--- config.mk ---
export PLATFORM = sky130hd
export DESIGN_NAME = decimal_keypad_calculator_unit
export DESIGN_NICKNAME = d
export VERILOG_FILES = /design/src/rtl/core/dkc_pkg.sv /design/src/rtl/core/dkc_ctrl.sv /design/src/rtl/core/dkc_datapath.sv /design/src/rtl/core/decimal_keypad_calculator_unit.sv
export VERILOG_INCLUDE_DIRS = /design/src /design/src/rtl/core
export SDC_FILE = /design/constraint.sdc
export NUM_CORES = 1
export LEC_CHECK = 0
export ABC_AREA = 0
export BUFFER_PORTS_ARGS = -buffer_cell sky130_fd_sc_hd__buf_2
export CELL_PAD_IN_SITES_DETAIL_PLACEMENT = 2
export CELL_PAD_IN_SITES_GLOBAL_PLACEMENT = 2
export CORE_MARGIN = 2
export CORE_UTILIZATION = 45
export DETAILED_ROUTE_END_ITERATION = 8
export GPL_TIMING_DRIVEN = 0
export PLACE_DENSITY_LB_ADDON = 0.1
export SYNTH_ARGS = -nofsm -noshare
export SYNTH_HDL_FRONTEND = slang
export SYNTH_HIERARCHICAL = 1
export SYNTH_SLANG_ARGS = --single-unit
--- constraint.sdc ---
create_clock -name clk_i -period 11 [get_ports clk_i]
set_clock_uncertainty 0.15 [all_clocks]
set_input_delay 1.1 -clock clk_i [delete_from_list [all_inputs] [get_ports clk_i]]
set_output_delay 1.1 -clock clk_i [all_outputs]
set_load 0.03 [all_outputs]
--- src/rtl/core/decimal_keypad_calculator_unit_defines.svh ---
// ----------------------------------------------------------------------------
// decimal keypad calculator assertion macros
// shared concurrent assertion forms for the calculator rtl
// ----------------------------------------------------------------------------
`ifndef DECIMAL_KEYPAD_CALCULATOR_UNIT_DEFINES_SVH
`define DECIMAL_KEYPAD_CALCULATOR_UNIT_DEFINES_SVH

// same-cycle implication, disabled while reset is held
`define DKC_ASSERT_HOLDS(name, clk, rst_n, ante, cons, msg) \
  name: assert property (@(posedge clk) disable iff (!rst_n) (ante) |-> (cons)) \
    else $error(msg);

// next-cycle implication, disabled while reset is held
`define DKC_ASSERT_NEXT(name, clk, rst_n, ante, cons, msg) \
  name: assert property (@(posedge clk) disable iff (!rst_n) (ante) |=> (cons)) \
    else $error(msg);

`endif

--- src/rtl/core/dkc_pkg.sv ---
// ----------------------------------------------------------------------------
// dkc_pkg
// key codes, operator and lamp codes, widths and controller/datapath links
// ----------------------------------------------------------------------------
`timescale 1ns / 1ps

package dkc_pkg;

  localparam int OPERAND_DIGITS_DEF = 4;

  // shown result: at most eight decimal digits
  localparam int MAX_SHOWN   = 8;
  localparam int DIG_IW      = 3;
  localparam int RES_W       = 27;
  localparam logic [RES_W-1:0] SHOWN_LIMIT = 27'd99999999;

  // iteration counter covers recalc, divider, conversion and digit steps
  localparam int CNT_W       = 5;

  localparam int IN_DATA_W   = 8;
  localparam int IN_USER_W   = 3;
  localparam int OUT_DATA_W  = 48;
  localparam int VAL_W       = 14;
  localparam int DIGCNT_W    = 3;

  localparam logic [3:0] DIGIT_MAX = 4'd9;

  typedef enum logic [2:0] {
    OP_DIGIT     = 3'd0,
    OP_BACKSPACE = 3'd1,
    OP_CLEAR     = 3'd2,
    OP_EQUALS    = 3'd3,
    OP_ADD       = 3'd4,
    OP_SUB       = 3'd5,
    OP_MUL       = 3'd6,
    OP_DIV       = 3'd7
  } opcode_e;

  typedef enum logic [2:0] {
    OPER_NONE = 3'd0,
    OPER_ADD  = 3'd1,
    OPER_SUB  = 3'd2,
    OPER_MUL  = 3'd3,
    OPER_DIV  = 3'd4
  } oper_e;

  typedef enum logic [2:0] {
    LAMP_OFF    = 3'd0,
    LAMP_ADD    = 3'd1,
    LAMP_SUB    = 3'd2,
    LAMP_MUL    = 3'd3,
    LAMP_DIV    = 3'd4,
    LAMP_EQUALS = 3'd5
  } lamp_e;

  typedef enum logic [2:0] {
    ST_IDLE,
    ST_RECALC,
    ST_STATUS,
    ST_CALC,
    ST_DIVIDE,
    ST_CLAMP,
    ST_CONVERT,
    ST_DIGITS
  } ctrl_state_e;

  typedef struct packed {
    logic             apply;
    logic             recalc;
    logic             calc;
    logic             div_step;
    logic             clamp;
    logic             conv_step;
    logic             emit_status;
    logic             emit_digit;
    logic             last;
    logic [CNT_W-1:0] idx;
  } dkc_cmd_t;

  typedef struct packed {
    logic is_divide;
    logic out_free;
    logic digit_zero;
  } dkc_sts_t;

endpackage

--- src/rtl/core/dkc_ctrl.sv ---
// ----------------------------------------------------------------------------
// dkc_ctrl
// sequencer for key handling, arithmetic, conversion and digit output
// ----------------------------------------------------------------------------
`timescale 1ns / 1ps

module dkc_ctrl #(
  parameter int OPERAND_DIGITS = dkc_pkg::OPERAND_DIGITS_DEF
) (
  input  logic               clk_i,
  input  logic               rst_ni,
  input  logic               in_valid_i,
  input  logic [2:0]         in_opcode_i,
  output logic               in_ready_o,
  input  dkc_pkg::dkc_sts_t  sts_i,
  output dkc_pkg::dkc_cmd_t  cmd_o
);

  localparam int VW = $clog2(10**OPERAND_DIGITS);
  localparam logic [dkc_pkg::CNT_W-1:0] RECALC_END = dkc_pkg::CNT_W'(OPERAND_DIGITS - 1);
  localparam logic [dkc_pkg::CNT_W-1:0] DIVIDE_END = dkc_pkg::CNT_W'(VW - 1);
  localparam logic [dkc_pkg::CNT_W-1:0] CONV_END   = dkc_pkg::CNT_W'(dkc_pkg::RES_W - 1);
  localparam logic [dkc_pkg::CNT_W-1:0] DIGIT_TOP  = dkc_pkg::CNT_W'(dkc_pkg::MAX_SHOWN - 1);

  dkc_pkg::ctrl_state_e        state_q, state_d;
  logic [dkc_pkg::CNT_W-1:0]   cnt_q, cnt_d;
  logic                        started_q, started_d;

  always_ff @(posedge clk_i or negedge rst_ni) begin
    if (!rst_ni) begin
      state_q   <= dkc_pkg::ST_IDLE;
      cnt_q     <= '0;
      started_q <= 1'b0;
    end else begin
      state_q   <= state_d;
      cnt_q     <= cnt_d;
      started_q <= started_d;
    end
  end

  always_comb begin
    state_d    = state_q;
    cnt_d      = cnt_q;
    started_d  = started_q;
    in_ready_o = 1'b0;
    cmd_o      = '0;
    cmd_o.idx  = cnt_q;
    unique case (state_q)
      dkc_pkg::ST_IDLE: begin
        in_ready_o = 1'b1;
        if (in_valid_i) begin
          if (dkc_pkg::opcode_e'(in_opcode_i) == dkc_pkg::OP_EQUALS) begin
            state_d = dkc_pkg::ST_CALC;
          end else begin
            cmd_o.apply = 1'b1;
            cnt_d       = '0;
            state_d     = dkc_pkg::ST_RECALC;
          end
        end
      end
      dkc_pkg::ST_RECALC: begin
        cmd_o.recalc = 1'b1;
        if (cnt_q == RECALC_END) begin
          state_d = dkc_pkg::ST_STATUS;
        end else begin
          cnt_d = cnt_q + 1'b1;
        end
      end
      dkc_pkg::ST_STATUS: begin
        if (sts_i.out_free) begin
          cmd_o.emit_status = 1'b1;
          state_d           = dkc_pkg::ST_IDLE;
        end
      end
      dkc_pkg::ST_CALC: begin
        cmd_o.calc = 1'b1;
        cnt_d      = '0;
        if (sts_i.is_divide) begin
          state_d = dkc_pkg::ST_DIVIDE;
        end else begin
          state_d = dkc_pkg::ST_CLAMP;
        end
      end
      dkc_pkg::ST_DIVIDE: begin
        cmd_o.div_step = 1'b1;
        if (cnt_q == DIVIDE_END) begin
          state_d = dkc_pkg::ST_CLAMP;
        end else begin
          cnt_d = cnt_q + 1'b1;
        end
      end
      dkc_pkg::ST_CLAMP: begin
        cmd_o.clamp = 1'b1;
        cnt_d       = '0;
        state_d     = dkc_pkg::ST_CONVERT;
      end
      dkc_pkg::ST_CONVERT: begin
        cmd_o.conv_step = 1'b1;
        if (cnt_q == CONV_END) begin
          cnt_d     = DIGIT_TOP;
          started_d = 1'b0;
          state_d   = dkc_pkg::ST_DIGITS;
        end else begin
          cnt_d = cnt_q + 1'b1;
        end
      end
      dkc_pkg::ST_DIGITS: begin
        // leading zeros are dropped, the units digit always goes out
        if (!started_q && sts_i.digit_zero && (cnt_q != '0)) begin
          cnt_d = cnt_q - 1'b1;
        end else if (sts_i.out_free) begin
          cmd_o.emit_digit = 1'b1;
          cmd_o.last       = (cnt_q == '0);
          started_d        = 1'b1;
          if (cnt_q == '0) begin
            state_d = dkc_pkg::ST_IDLE;
          end else begin
            cnt_d = cnt_q - 1'b1;
          end
        end
      end
      default: begin
        state_d = dkc_pkg::ST_IDLE;
      end
    endcase
  end

endmodule

--- src/rtl/core/dkc_datapath.sv ---
// ----------------------------------------------------------------------------
// dkc_datapath
// operand stores, arithmetic, divider, bcd conversion and output register
// ----------------------------------------------------------------------------
`timescale 1ns / 1ps

module dkc_datapath #(
  parameter int OPERAND_DIGITS = dkc_pkg::OPERAND_DIGITS_DEF
) (
  input  logic                            clk_i,
  input  logic                            rst_ni,
  input  logic [2:0]                      in_opcode_i,
  input  logic [3:0]                      in_digit_i,
  input  dkc_pkg::dkc_cmd_t               cmd_i,
  output dkc_pkg::dkc_sts_t               sts_o,
  input  logic                            out_ready_i,
  output logic                            out_valid_o,
  output logic [dkc_pkg::OUT_DATA_W-1:0]  out_data_o,
  output logic                            out_kind_o,
  output logic                            out_last_o
);

  localparam int VW = $clog2(10**OPERAND_DIGITS);
  localparam int CW = $clog2(OPERAND_DIGITS + 1);
  localparam int IW = (OPERAND_DIGITS > 1) ? $clog2(OPERAND_DIGITS) : 1;
  localparam int PW = (2 * VW > dkc_pkg::RES_W) ? 2 * VW : dkc_pkg::RES_W;
  localparam int MW = 2 * VW;
  localparam logic [CW-1:0] FULL = CW'(OPERAND_DIGITS);

  logic [3:0]              lstore_q [OPERAND_DIGITS];
  logic [3:0]              rstore_q [OPERAND_DIGITS];
  logic [CW-1:0]           lcnt_q, lcnt_d, rcnt_q, rcnt_d;
  dkc_pkg::oper_e          oper_q, oper_d;
  dkc_pkg::lamp_e          lamp_q, lamp_d;
  logic                    show_q, show_d;
  logic [VW-1:0]           lval_q, lval_d, rval_q, rval_d;
  logic [VW-1:0]           quo_q, quo_d, dvs_q, dvs_d;
  logic [VW:0]             rem_q, rem_d;
  logic [PW-1:0]           raw_q, raw_d;
  logic [dkc_pkg::RES_W-1:0] res_q, res_d;
  logic [3:0]              bcd_q [dkc_pkg::MAX_SHOWN];
  logic [3:0]              bcd_d [dkc_pkg::MAX_SHOWN];
  logic [3:0]              bcd_adj [dkc_pkg::MAX_SHOWN];

  logic                    lwe, rwe;
  logic [IW-1:0]           lwa, rwa, ridx;
  logic [CW-1:0]           step;
  logic [VW-1:0]           lbase, rbase;
  logic [MW-1:0]           prod;
  logic [VW:0]             rem_sh;
  logic                    rem_ge;
  logic [2:0]              oper_sel;
  logic [3:0]              cur_digit;

  logic                    out_valid_q;
  logic [dkc_pkg::OUT_DATA_W-1:0] out_data_q;
  logic                    out_kind_q, out_last_q;
  logic                    load;

  assign ridx      = cmd_i.idx[IW-1:0];
  assign step      = CW'(cmd_i.idx);
  assign lbase     = (cmd_i.idx == '0) ? '0 : lval_q;
  assign rbase     = (cmd_i.idx == '0) ? '0 : rval_q;
  assign prod      = MW'(lval_q) * MW'(rval_q);
  assign rem_sh    = {rem_q[VW-1:0], quo_q[VW-1]};
  assign rem_ge    = (rem_sh >= {1'b0, dvs_q});
  assign oper_sel  = in_opcode_i - 3'(dkc_pkg::OP_EQUALS);
  assign cur_digit = bcd_q[cmd_i.idx[dkc_pkg::DIG_IW-1:0]];

  always_comb begin
    for (int k = 0; k < dkc_pkg::MAX_SHOWN; k++) begin
      bcd_adj[k] = (bcd_q[k] >= 4'd5) ? bcd_q[k] + 4'd3 : bcd_q[k];
    end
  end

  always_comb begin
    lcnt_d = lcnt_q;
    rcnt_d = rcnt_q;
    oper_d = oper_q;
    lamp_d = lamp_q;
    show_d = show_q;
    lval_d = lval_q;
    rval_d = rval_q;
    quo_d  = quo_q;
    rem_d  = rem_q;
    dvs_d  = dvs_q;
    raw_d  = raw_q;
    res_d  = res_q;
    bcd_d  = bcd_q;
    lwe    = 1'b0;
    rwe    = 1'b0;
    lwa    = lcnt_q[IW-1:0];
    rwa    = rcnt_q[IW-1:0];

    if (cmd_i.apply) begin
      unique case (dkc_pkg::opcode_e'(in_opcode_i))
        dkc_pkg::OP_DIGIT: begin
          if (in_digit_i <= dkc_pkg::DIGIT_MAX) begin
            show_d = 1'b0;
            if (oper_q != dkc_pkg::OPER_NONE) begin
              if (rcnt_q < FULL) begin
                rwe    = 1'b1;
                rcnt_d = rcnt_q + 1'b1;
              end
            end else if (lcnt_q < FULL) begin
              lwe    = 1'b1;
              lcnt_d = lcnt_q + 1'b1;
            end
          end
        end
        dkc_pkg::OP_BACKSPACE: begin
          if (oper_q != dkc_pkg::OPER_NONE) begin
            if (rcnt_q != '0) begin
              rcnt_d = rcnt_q - 1'b1;
            end
          end else if (lcnt_q != '0) begin
            lcnt_d = lcnt_q - 1'b1;
          end
        end
        dkc_pkg::OP_CLEAR: begin
          lcnt_d = '0;
          rcnt_d = '0;
          show_d = 1'b0;
          oper_d = dkc_pkg::OPER_NONE;
          lamp_d = dkc_pkg::LAMP_OFF;
        end
        dkc_pkg::OP_EQUALS: begin
          // handled by the calc command
        end
        default: begin
          // operator keys: taken only while the right operand is empty
          if (rcnt_q == '0) begin
            oper_d = dkc_pkg::oper_e'(oper_sel);
            lamp_d = dkc_pkg::lamp_e'(oper_sel);
          end
        end
      endcase
    end

    if (cmd_i.recalc) begin
      lval_d = (step < lcnt_q) ? (lbase << 3) + (lbase << 1) + VW'(lstore_q[ridx]) : lbase;
      rval_d = (step < rcnt_q) ? (rbase << 3) + (rbase << 1) + VW'(rstore_q[ridx]) : rbase;
    end

    if (cmd_i.calc) begin
      quo_d = lval_q;
      rem_d = '0;
      dvs_d = rval_q;
      unique case (oper_q)
        dkc_pkg::OPER_ADD: raw_d = PW'(lval_q) + PW'(rval_q);
        dkc_pkg::OPER_SUB: raw_d = (lval_q > rval_q) ? PW'(lval_q - rval_q) : '0;
        dkc_pkg::OPER_MUL: raw_d = PW'(prod);
        dkc_pkg::OPER_DIV: raw_d = '0;
        default:           raw_d = PW'(lval_q);
      endcase
      lcnt_d = '0;
      rcnt_d = '0;
      lval_d = '0;
      rval_d = '0;
      oper_d = dkc_pkg::OPER_NONE;
      lamp_d = dkc_pkg::LAMP_EQUALS;
      show_d = 1'b1;
    end

    if (cmd_i.div_step) begin
      rem_d = rem_ge ? rem_sh - {1'b0, dvs_q} : rem_sh;
      quo_d = {quo_q[VW-2:0], rem_ge};
      raw_d = PW'(quo_d);
    end

    if (cmd_i.clamp) begin
      res_d = (raw_q > PW'(dkc_pkg::SHOWN_LIMIT)) ? dkc_pkg::SHOWN_LIMIT
                                                  : dkc_pkg::RES_W'(raw_q);
      for (int k = 0; k < dkc_pkg::MAX_SHOWN; k++) begin
        bcd_d[k] = '0;
      end
    end

    // double dabble: one binary bit per step
    if (cmd_i.conv_step) begin
      bcd_d[0] = {bcd_adj[0][2:0], res_q[dkc_pkg::RES_W-1]};
      for (int k = 1; k < dkc_pkg::MAX_SHOWN; k++) begin
        bcd_d[k] = {bcd_adj[k][2:0], bcd_adj[k-1][3]};
      end
      res_d = {res_q[dkc_pkg::RES_W-2:0], 1'b0};
    end
  end

  always_ff @(posedge clk_i) begin
    if (lwe) begin
      lstore_q[lwa] <= in_digit_i;
    end
    if (rwe) begin
      rstore_q[rwa] <= in_digit_i;
    end
    quo_q <= quo_d;
    rem_q <= rem_d;
    dvs_q <= dvs_d;
    raw_q <= raw_d;
    res_q <= res_d;
    bcd_q <= bcd_d;
  end

  always_ff @(posedge clk_i or negedge rst_ni) begin
    if (!rst_ni) begin
      lcnt_q <= '0;
      rcnt_q <= '0;
      oper_q <= dkc_pkg::OPER_NONE;
      lamp_q <= dkc_pkg::LAMP_OFF;
      show_q <= 1'b0;
      lval_q <= '0;
      rval_q <= '0;
    end else begin
      lcnt_q <= lcnt_d;
      rcnt_q <= rcnt_d;
      oper_q <= oper_d;
      lamp_q <= lamp_d;
      show_q <= show_d;
      lval_q <= lval_d;
      rval_q <= rval_d;
    end
  end

  // output register
  assign load = cmd_i.emit_status | cmd_i.emit_digit;

  always_ff @(posedge clk_i or negedge rst_ni) begin
    if (!rst_ni) begin
      out_valid_q <= 1'b0;
    end else if (load) begin
      out_valid_q <= 1'b1;
    end else if (out_ready_i) begin
      out_valid_q <= 1'b0;
    end
  end

  always_ff @(posedge clk_i) begin
    if (load) begin
      out_kind_q <= cmd_i.emit_digit;
      out_last_q <= cmd_i.emit_status | cmd_i.last;
      out_data_q <= {3'b000,
                     cmd_i.emit_digit ? cur_digit : 4'd0,
                     show_q,
                     lamp_q,
                     oper_q,
                     dkc_pkg::DIGCNT_W'(rcnt_q),
                     dkc_pkg::VAL_W'(rval_q),
                     dkc_pkg::DIGCNT_W'(lcnt_q),
                     dkc_pkg::VAL_W'(lval_q)};
    end
  end

  assign out_valid_o = out_valid_q;
  assign out_data_o  = out_data_q;
  assign out_kind_o  = out_kind_q;
  assign out_last_o  = out_last_q;

  assign sts_o.is_divide  = (oper_q == dkc_pkg::OPER_DIV) && (rval_q != '0);
  assign sts_o.out_free   = !out_valid_q || out_ready_i;
  assign sts_o.digit_zero = (cur_digit == 4'd0);

endmodule

--- src/rtl/core/decimal_keypad_calculator_unit.sv ---
// ----------------------------------------------------------------------------
// decimal_keypad_calculator_unit
// four-function decimal keypad calculator, one decoded key per transaction
// ----------------------------------------------------------------------------
//  channel  | direction | tdata (low bit up)                         | tuser  | tlast
//  s_axis   | key in    | digit[3:0], zero pad                       | opcode | -
//  m_axis   | item out  | left_value, left_digits, right_value,      | kind   | last
//           |           | right_digits, operator_code, indicator,    |        |
//           |           | result_showing, result_digit, zero pad     |        |
//
//  a non-equals key is accepted, then one recalc step per digit position
//  rebuilds both operand values, then the status transaction goes out;
//  equals runs a calc step, a restoring divider of one quotient bit per
//  cycle (nonzero divisor only, 14 quotient bits at four digits), a clamp
//  step, 27 steps of shift-add-3 conversion and up to 8 digit items out
//  reset clears counts, operator, lamp and the output valid; operand stores
//  hold whatever they had and are read only below their counts
//  a stalled m_axis holds the sequencer at its output step, keys wait in idle
// ----------------------------------------------------------------------------
`timescale 1ns / 1ps
`include "decimal_keypad_calculator_unit_defines.svh"

module decimal_keypad_calculator_unit #(
  parameter int OPERAND_DIGITS = dkc_pkg::OPERAND_DIGITS_DEF
) (
  input  logic                            clk_i,
  input  logic                            rst_ni,
  // key in
  input  logic                            s_axis_tvalid,
  output logic                            s_axis_tready,
  input  logic [dkc_pkg::IN_DATA_W-1:0]   s_axis_tdata,  // digit[3:0], pad
  input  logic [dkc_pkg::IN_USER_W-1:0]   s_axis_tuser,  // opcode[2:0]
  // items out
  output logic                            m_axis_tvalid,
  input  logic                            m_axis_tready,
  // left_value[13:0], left_digits[16:14], right_value[30:17],
  // right_digits[33:31], operator_code[36:34], indicator[39:37],
  // result_showing[40], result_digit[44:41], pad[47:45]
  output logic [dkc_pkg::OUT_DATA_W-1:0]  m_axis_tdata,
  output logic                            m_axis_tuser,  // kind
  output logic                            m_axis_tlast
);

  dkc_pkg::dkc_cmd_t cmd;
  dkc_pkg::dkc_sts_t sts;

  // sequencer: owns the handshake on the key side and all step counting
  dkc_ctrl #(
    .OPERAND_DIGITS (OPERAND_DIGITS)
  ) u_ctrl (
    .clk_i       (clk_i),
    .rst_ni      (rst_ni),
    .in_valid_i  (s_axis_tvalid),
    .in_opcode_i (s_axis_tuser),
    .in_ready_o  (s_axis_tready),
    .sts_i       (sts),
    .cmd_o       (cmd)
  );

  // operand state, arithmetic units and the output register
  dkc_datapath #(
    .OPERAND_DIGITS (OPERAND_DIGITS)
  ) u_datapath (
    .clk_i       (clk_i),
    .rst_ni      (rst_ni),
    .in_opcode_i (s_axis_tuser),
    .in_digit_i  (s_axis_tdata[3:0]),
    .cmd_i       (cmd),
    .sts_o       (sts),
    .out_ready_i (m_axis_tready),
    .out_valid_o (m_axis_tvalid),
    .out_data_o  (m_axis_tdata),
    .out_kind_o  (m_axis_tuser),
    .out_last_o  (m_axis_tlast)
  );

  // a status transaction is always the only one for its key and carries no digit
  `DKC_ASSERT_HOLDS(a_status_single, clk_i, rst_ni, m_axis_tvalid && !m_axis_tuser,
    m_axis_tlast && (m_axis_tdata[44:41] == 4'd0), "status item not last or digit set")

  // result digits show the cleared entry with the equals lamp lit
  `DKC_ASSERT_HOLDS(a_digit_state, clk_i, rst_ni, m_axis_tvalid && m_axis_tuser,
    (m_axis_tdata[36:34] == 3'(dkc_pkg::OPER_NONE)) &&
    (m_axis_tdata[39:37] == 3'(dkc_pkg::LAMP_EQUALS)) && m_axis_tdata[40],
    "result digit with stale entry state")

  // one key at a time: the sequencer leaves idle after every accepted key
  `DKC_ASSERT_NEXT(a_busy_after_key, clk_i, rst_ni, s_axis_tvalid && s_axis_tready,
    !s_axis_tready, "key side ready right after a key")

  // datapath gets at most one action per cycle
  `DKC_ASSERT_HOLDS(a_one_action, clk_i, rst_ni, 1'b1,
    $onehot0({cmd.apply, cmd.recalc, cmd.calc, cmd.div_step, cmd.clamp, cmd.conv_step,
              cmd.emit_status, cmd.emit_digit}), "overlapping datapath commands")

endmodule

==> flow_summary.yaml <==
timing:
  relSlewSlack_pct: 3.97
  finalSetupViolations: 0
  finalHoldViolations: 0
  max_freq_mhz: 109
  rsz0062_at_grt: "false"
  final-max-slew-violation-count: 0
  finalSetupTns_ns: 0
  whs_ns: 0.304
  period_needed_ns: 9.16
  tightest_slew_ns: 1.44
  min_period_over_period_pct: 83.2
setup_path:
  path_class: "flip-flop to flip-flop"
  worstReg2RegStart: "u_datapath/lval_q[1]"
  reg2reg_slack_ns: 1.84
  start_kind: "flip-flop"
  crit_family: "adder cells"
  cp_data_arrival_time_ns: 9.45
  r2r-end: "u_datapath/raw_q[26]"
  reg2regPathDepth: 21
  critical_path.most_common_cell: "fa_1"
  path_buf_inv: 6
  cp.depth: 21
  critPathLaunch: "u_datapath/lval_q[1]"
  crit_path_end: "u_datapath/raw_q[26]"
  endpoint_kind: "flip-flop"
  crit_chain: "clkbuf_1 > clkinv_1 > nor2_1 > fa_1 > ha_1 > fa_1 > inv_1 > fa_1 > inv_1 > fa_1 > inv_1 > fa_1 > inv_1 > ha_1 > a21o_1 > o41ai_2 > o31a_1 > o21ai_0 > o41ai_1 > or3_1 > nand4_1"
  crit_path_max_fanout: 9
  crit_required_ns: 11.30
  critPathSlowestCell: "clkinv_1"
  max_stage_delay_ns: 1.01
synthesis:
  ys_ff_latch: 257
  synthCells: 2207
  yosys_most_used_dff: "edfxtp_1"
  synth.avg_cell_area_um2: 9.86
  synthSimpleGateAreaFrac_pct: 14.5
  synthXorXnorAreaFrac_pct: 3.14
  synth_top_area_share_pct: 26.5
  synth_cell_type_count: 92
  netlist_area_mm2: 0.0218
  synth_seq_area_share_pct: 33.6
  synth-compound-area-share_pct: 13.8
  synthArstFlopShare_pct: 19.5
  synth_top_area_cell: "edfxtp_1"
  synth_mux_area_share_pct: 2.94
  synth_area_leaders: "edfxtp_1, fa_1, ha_1"
  synth_edf_count: 192
  synth_top_family_by_area: "adder cells"
  synth_warnings: 6
  synthAdderAreaFrac_pct: 25.5
final_layout:
  drive_gt1_share_pct: 7.31
  nNetsFinal: 2670
  areaGrowthSynthToFinish_pct: 9.72
  antenna_cells: 0
  nFillCells: 4995
  finish.utilization_pct: 50.0
  stdcell_count: 2942
power_and_ir_drop:
  p_sw_uw: 2030
  power_uw: 4790
  p_leak_uw: 0.0107
  peakVddDrop_v: 0.000136
  p_comb_share_pct: 42.1
  p_sw_share_pct: 42.4
  p_int_uw: 2760
  power_density_mw_per_mm2: 200
  pwr-share-seq_pct: 35.8
  clockPowerShare_pct: 22.0
placed_design:
  dp_hpwl_mm: 63.6
  post-place-cells: 2884
  place_congestion: 0.887
  portBuffers: 59
route:
  postRouteAntennaNets: 0
  drt_wl_total_mm: 85.2
  drt-wirelength-per-cell_um: 29.0
  viasPerCell: 6.13
  drc: 0
  drt-initial-drc-count: 1409
  dr.pass1.iters: 5
  vias: 18000
floorplanning:
  rows: 80
  initial_core_util_pct: 45.6
  die_w_um: 224
  core_area_mm2: 0.0477
  ios: 67
  die_h_um: 224
  die_area_mm2: 0.0501
job:
  maxCapViolCount: 0
hold_path:
  holdPathStages: 0
  hold_path_class: "flip-flop to flip-flop"
grt:
  grt_use_met2_pct: 59.8
  grt_use_met1_pct: 44.4
  grt_max_degree: 59
  grt_use_met3_pct: 3.79
  grt_pass1_wl_mm: 129
  grt_use_total_pct: 34.4
  antenna_found_initial: 6
  grt_pass1_vias: 20200
  overflow: 0
  grt_busiest_layer: "met2"
clock_tree:
  cts_hold_buf: 0
  clk_path_buf_depth: 3
  h-tree-depth: 1
  clk_latency_ns: 0.58
  cts_setup_buffers: 0
  cts.sinks: 257
  cts_resized: 0
  clk_pin_slew_ns: 0.06
  cts_tree: "built"
  cts-root-buf: "clkbuf_16"
  numCtsBuffers: 31
outcome:
  status: "complete, no violations"
[Yosys cell counts (all sizes together) (15+ instances only)]
master,count
a21o,29
a21oi,99
a22oi,31
and2,77
and3,15
buf,20
clkbuf,82
dfrtp,50
dfxtp,15
edfxtp,192
fa,150
ha,203
inv,259
mux2i,19
mux4,16
nand2,210
nand2b,22
nand3,34
nor2,171
nor2b,28
nor3,31
nor3b,15
o21a,18
o21ai,131
xnor2,48
xor2,30
[flip-flops by register name, indices dropped and copies added (netlist names), 5 cells and up]
name and flops:
u_datapath/dvs_q 14, u_datapath/out_data_o 44, u_datapath/rstore_q 16, u_datapath/raw_q 28, u_datapath/bcd_q 32, u_ctrl/cnt_q 5, u_datapath/res_q 27, u_datapath/rem_q 14
u_datapath/quo_q 14, u_datapath/rval_q 14, u_datapath/lstore_q 16, u_datapath/lval_q 14
[layout by cell type (no fill, tap or decap), types with 17 or more instances in the layout]
| cell | synthesis | layout |
|---|---|---|
| nor3_1 | 31 | 31 |
| dfrtp_1 | 50 | 50 |
| mux2i_1 | 19 | 19 |
| xor2_1 | 30 | 30 |
| clkbuf_1 | 82 | 84 |
| fa_1 | 150 | 150 |
| o21ai_0 | 129 | 129 |
| nand2b_1 | 22 | 22 |
| buf_2 | 4 | 63 |
| clkbuf_16 | 0 | 31 |
| ha_1 | 203 | 203 |
| nand3_1 | 34 | 34 |
| inv_1 | 259 | 258 |
| xnor2_1 | 48 | 48 |
| nand2_1 | 209 | 209 |
| and2_1 | 75 | 75 |
| edfxtp_1 | 192 | 192 |
| a21oi_1 | 97 | 97 |
| a22oi_1 | 31 | 31 |
| a21o_1 | 29 | 29 |
| nor2_1 | 170 | 169 |
| nor2b_1 | 28 | 28 |
| o21a_1 | 17 | 17 |
[power by group through the flow]
stage	sequential [µW]	clock [µW]	combinational, µW
2_1_floorplan	1700	0	1230
3_3_place_gp	1690	0	1770
3_5_place_dp	1720	0	1940
4_1_cts	1720	1070	2000
5_1_grt	1740	1100	2170
6_report	1720	1050	2020
[worst register-to-register path: stages, from the launching register on]
cell	delay, ns
dfrtp_1	0.60
clkbuf_1	0.90
clkinv_1	1.01
nor2_1	0.40
fa_1	0.48
ha_1	0.26
fa_1	0.55
inv_1	0.05
fa_1	0.48
inv_1	0.06
fa_1	0.53
inv_1	0.06
fa_1	0.56
inv_1	0.05
ha_1	0.41
a21o_1	0.22
o41ai_2	0.69
o31a_1	0.44
o21ai_0	0.20
o41ai_1	0.67
or3_1	0.21
nand4_1	0.07
[stage by stage]
step	setup slack, ns	instance area, µm²
finish	1.84	23900
global route	1.71	23900
CTS	1.95	23900
detailed placement	1.98	22900
global placement	2.28	22800
floorplan	4.78	21800
[metal layers]
| layer | vias up | share of wire (%) | wire length, µm |
|---|---|---|---|
| met5 | - | 0.028 | 24 |
| met4 | 4 | 4.3 | 3670 |
| met3 | 185 | 5.1 | 4310 |
| met2 | 512 | 49 | 41900 |
| met1 | 9504 | 41 | 35400 |
| li1 | 7819 | - | - |
[worst min path at each step]
| stage | from | endpoint | slack, ns |
|---|---|---|---|
| 2_1_floorplan | u_datapath/oper_q[1] | u_datapath/out_data_o[38] | 0.27 |
| 3_3_place_gp | u_datapath/oper_q[1] | u_datapath/out_data_o[38] | 0.28 |
| 3_5_place_dp | u_datapath/oper_q[1] | u_datapath/out_data_o[38] | 0.29 |
| 4_1_cts | u_datapath/oper_q[1] | u_datapath/out_data_o[38] | 0.31 |
| 5_1_grt | u_datapath/oper_q[1] | u_datapath/out_data_o[38] | 0.31 |
| 6_report | u_datapath/oper_q[1] | u_datapath/out_data_o[38] | 0.30 |
[cell type report]
cell class              count  area (µm²)  share of cell area, %
plain buffers             102         440                   1.84
clock buffers              34         797                   3.34
clock inverters            24         226                  0.948
inverters                 260         976                   4.09
multi-input cells        1590       13000                   54.6
flip-flops and latches    257        7320                   30.6
well taps                 615         769                   3.22
repair buffers             60         310                   1.30
[cells by family after synthesis]
kind of cell               count (synthesis)
buffers and inverters                    362
muxes                                     43
DFF                                      257
adders and majority gates                353
and+or+nand+nor                          656
other                                      1
AOI/OAI and AO/OA                        457
xor gates and xnor gates                  78
Power figures use the tool's default switching activity.
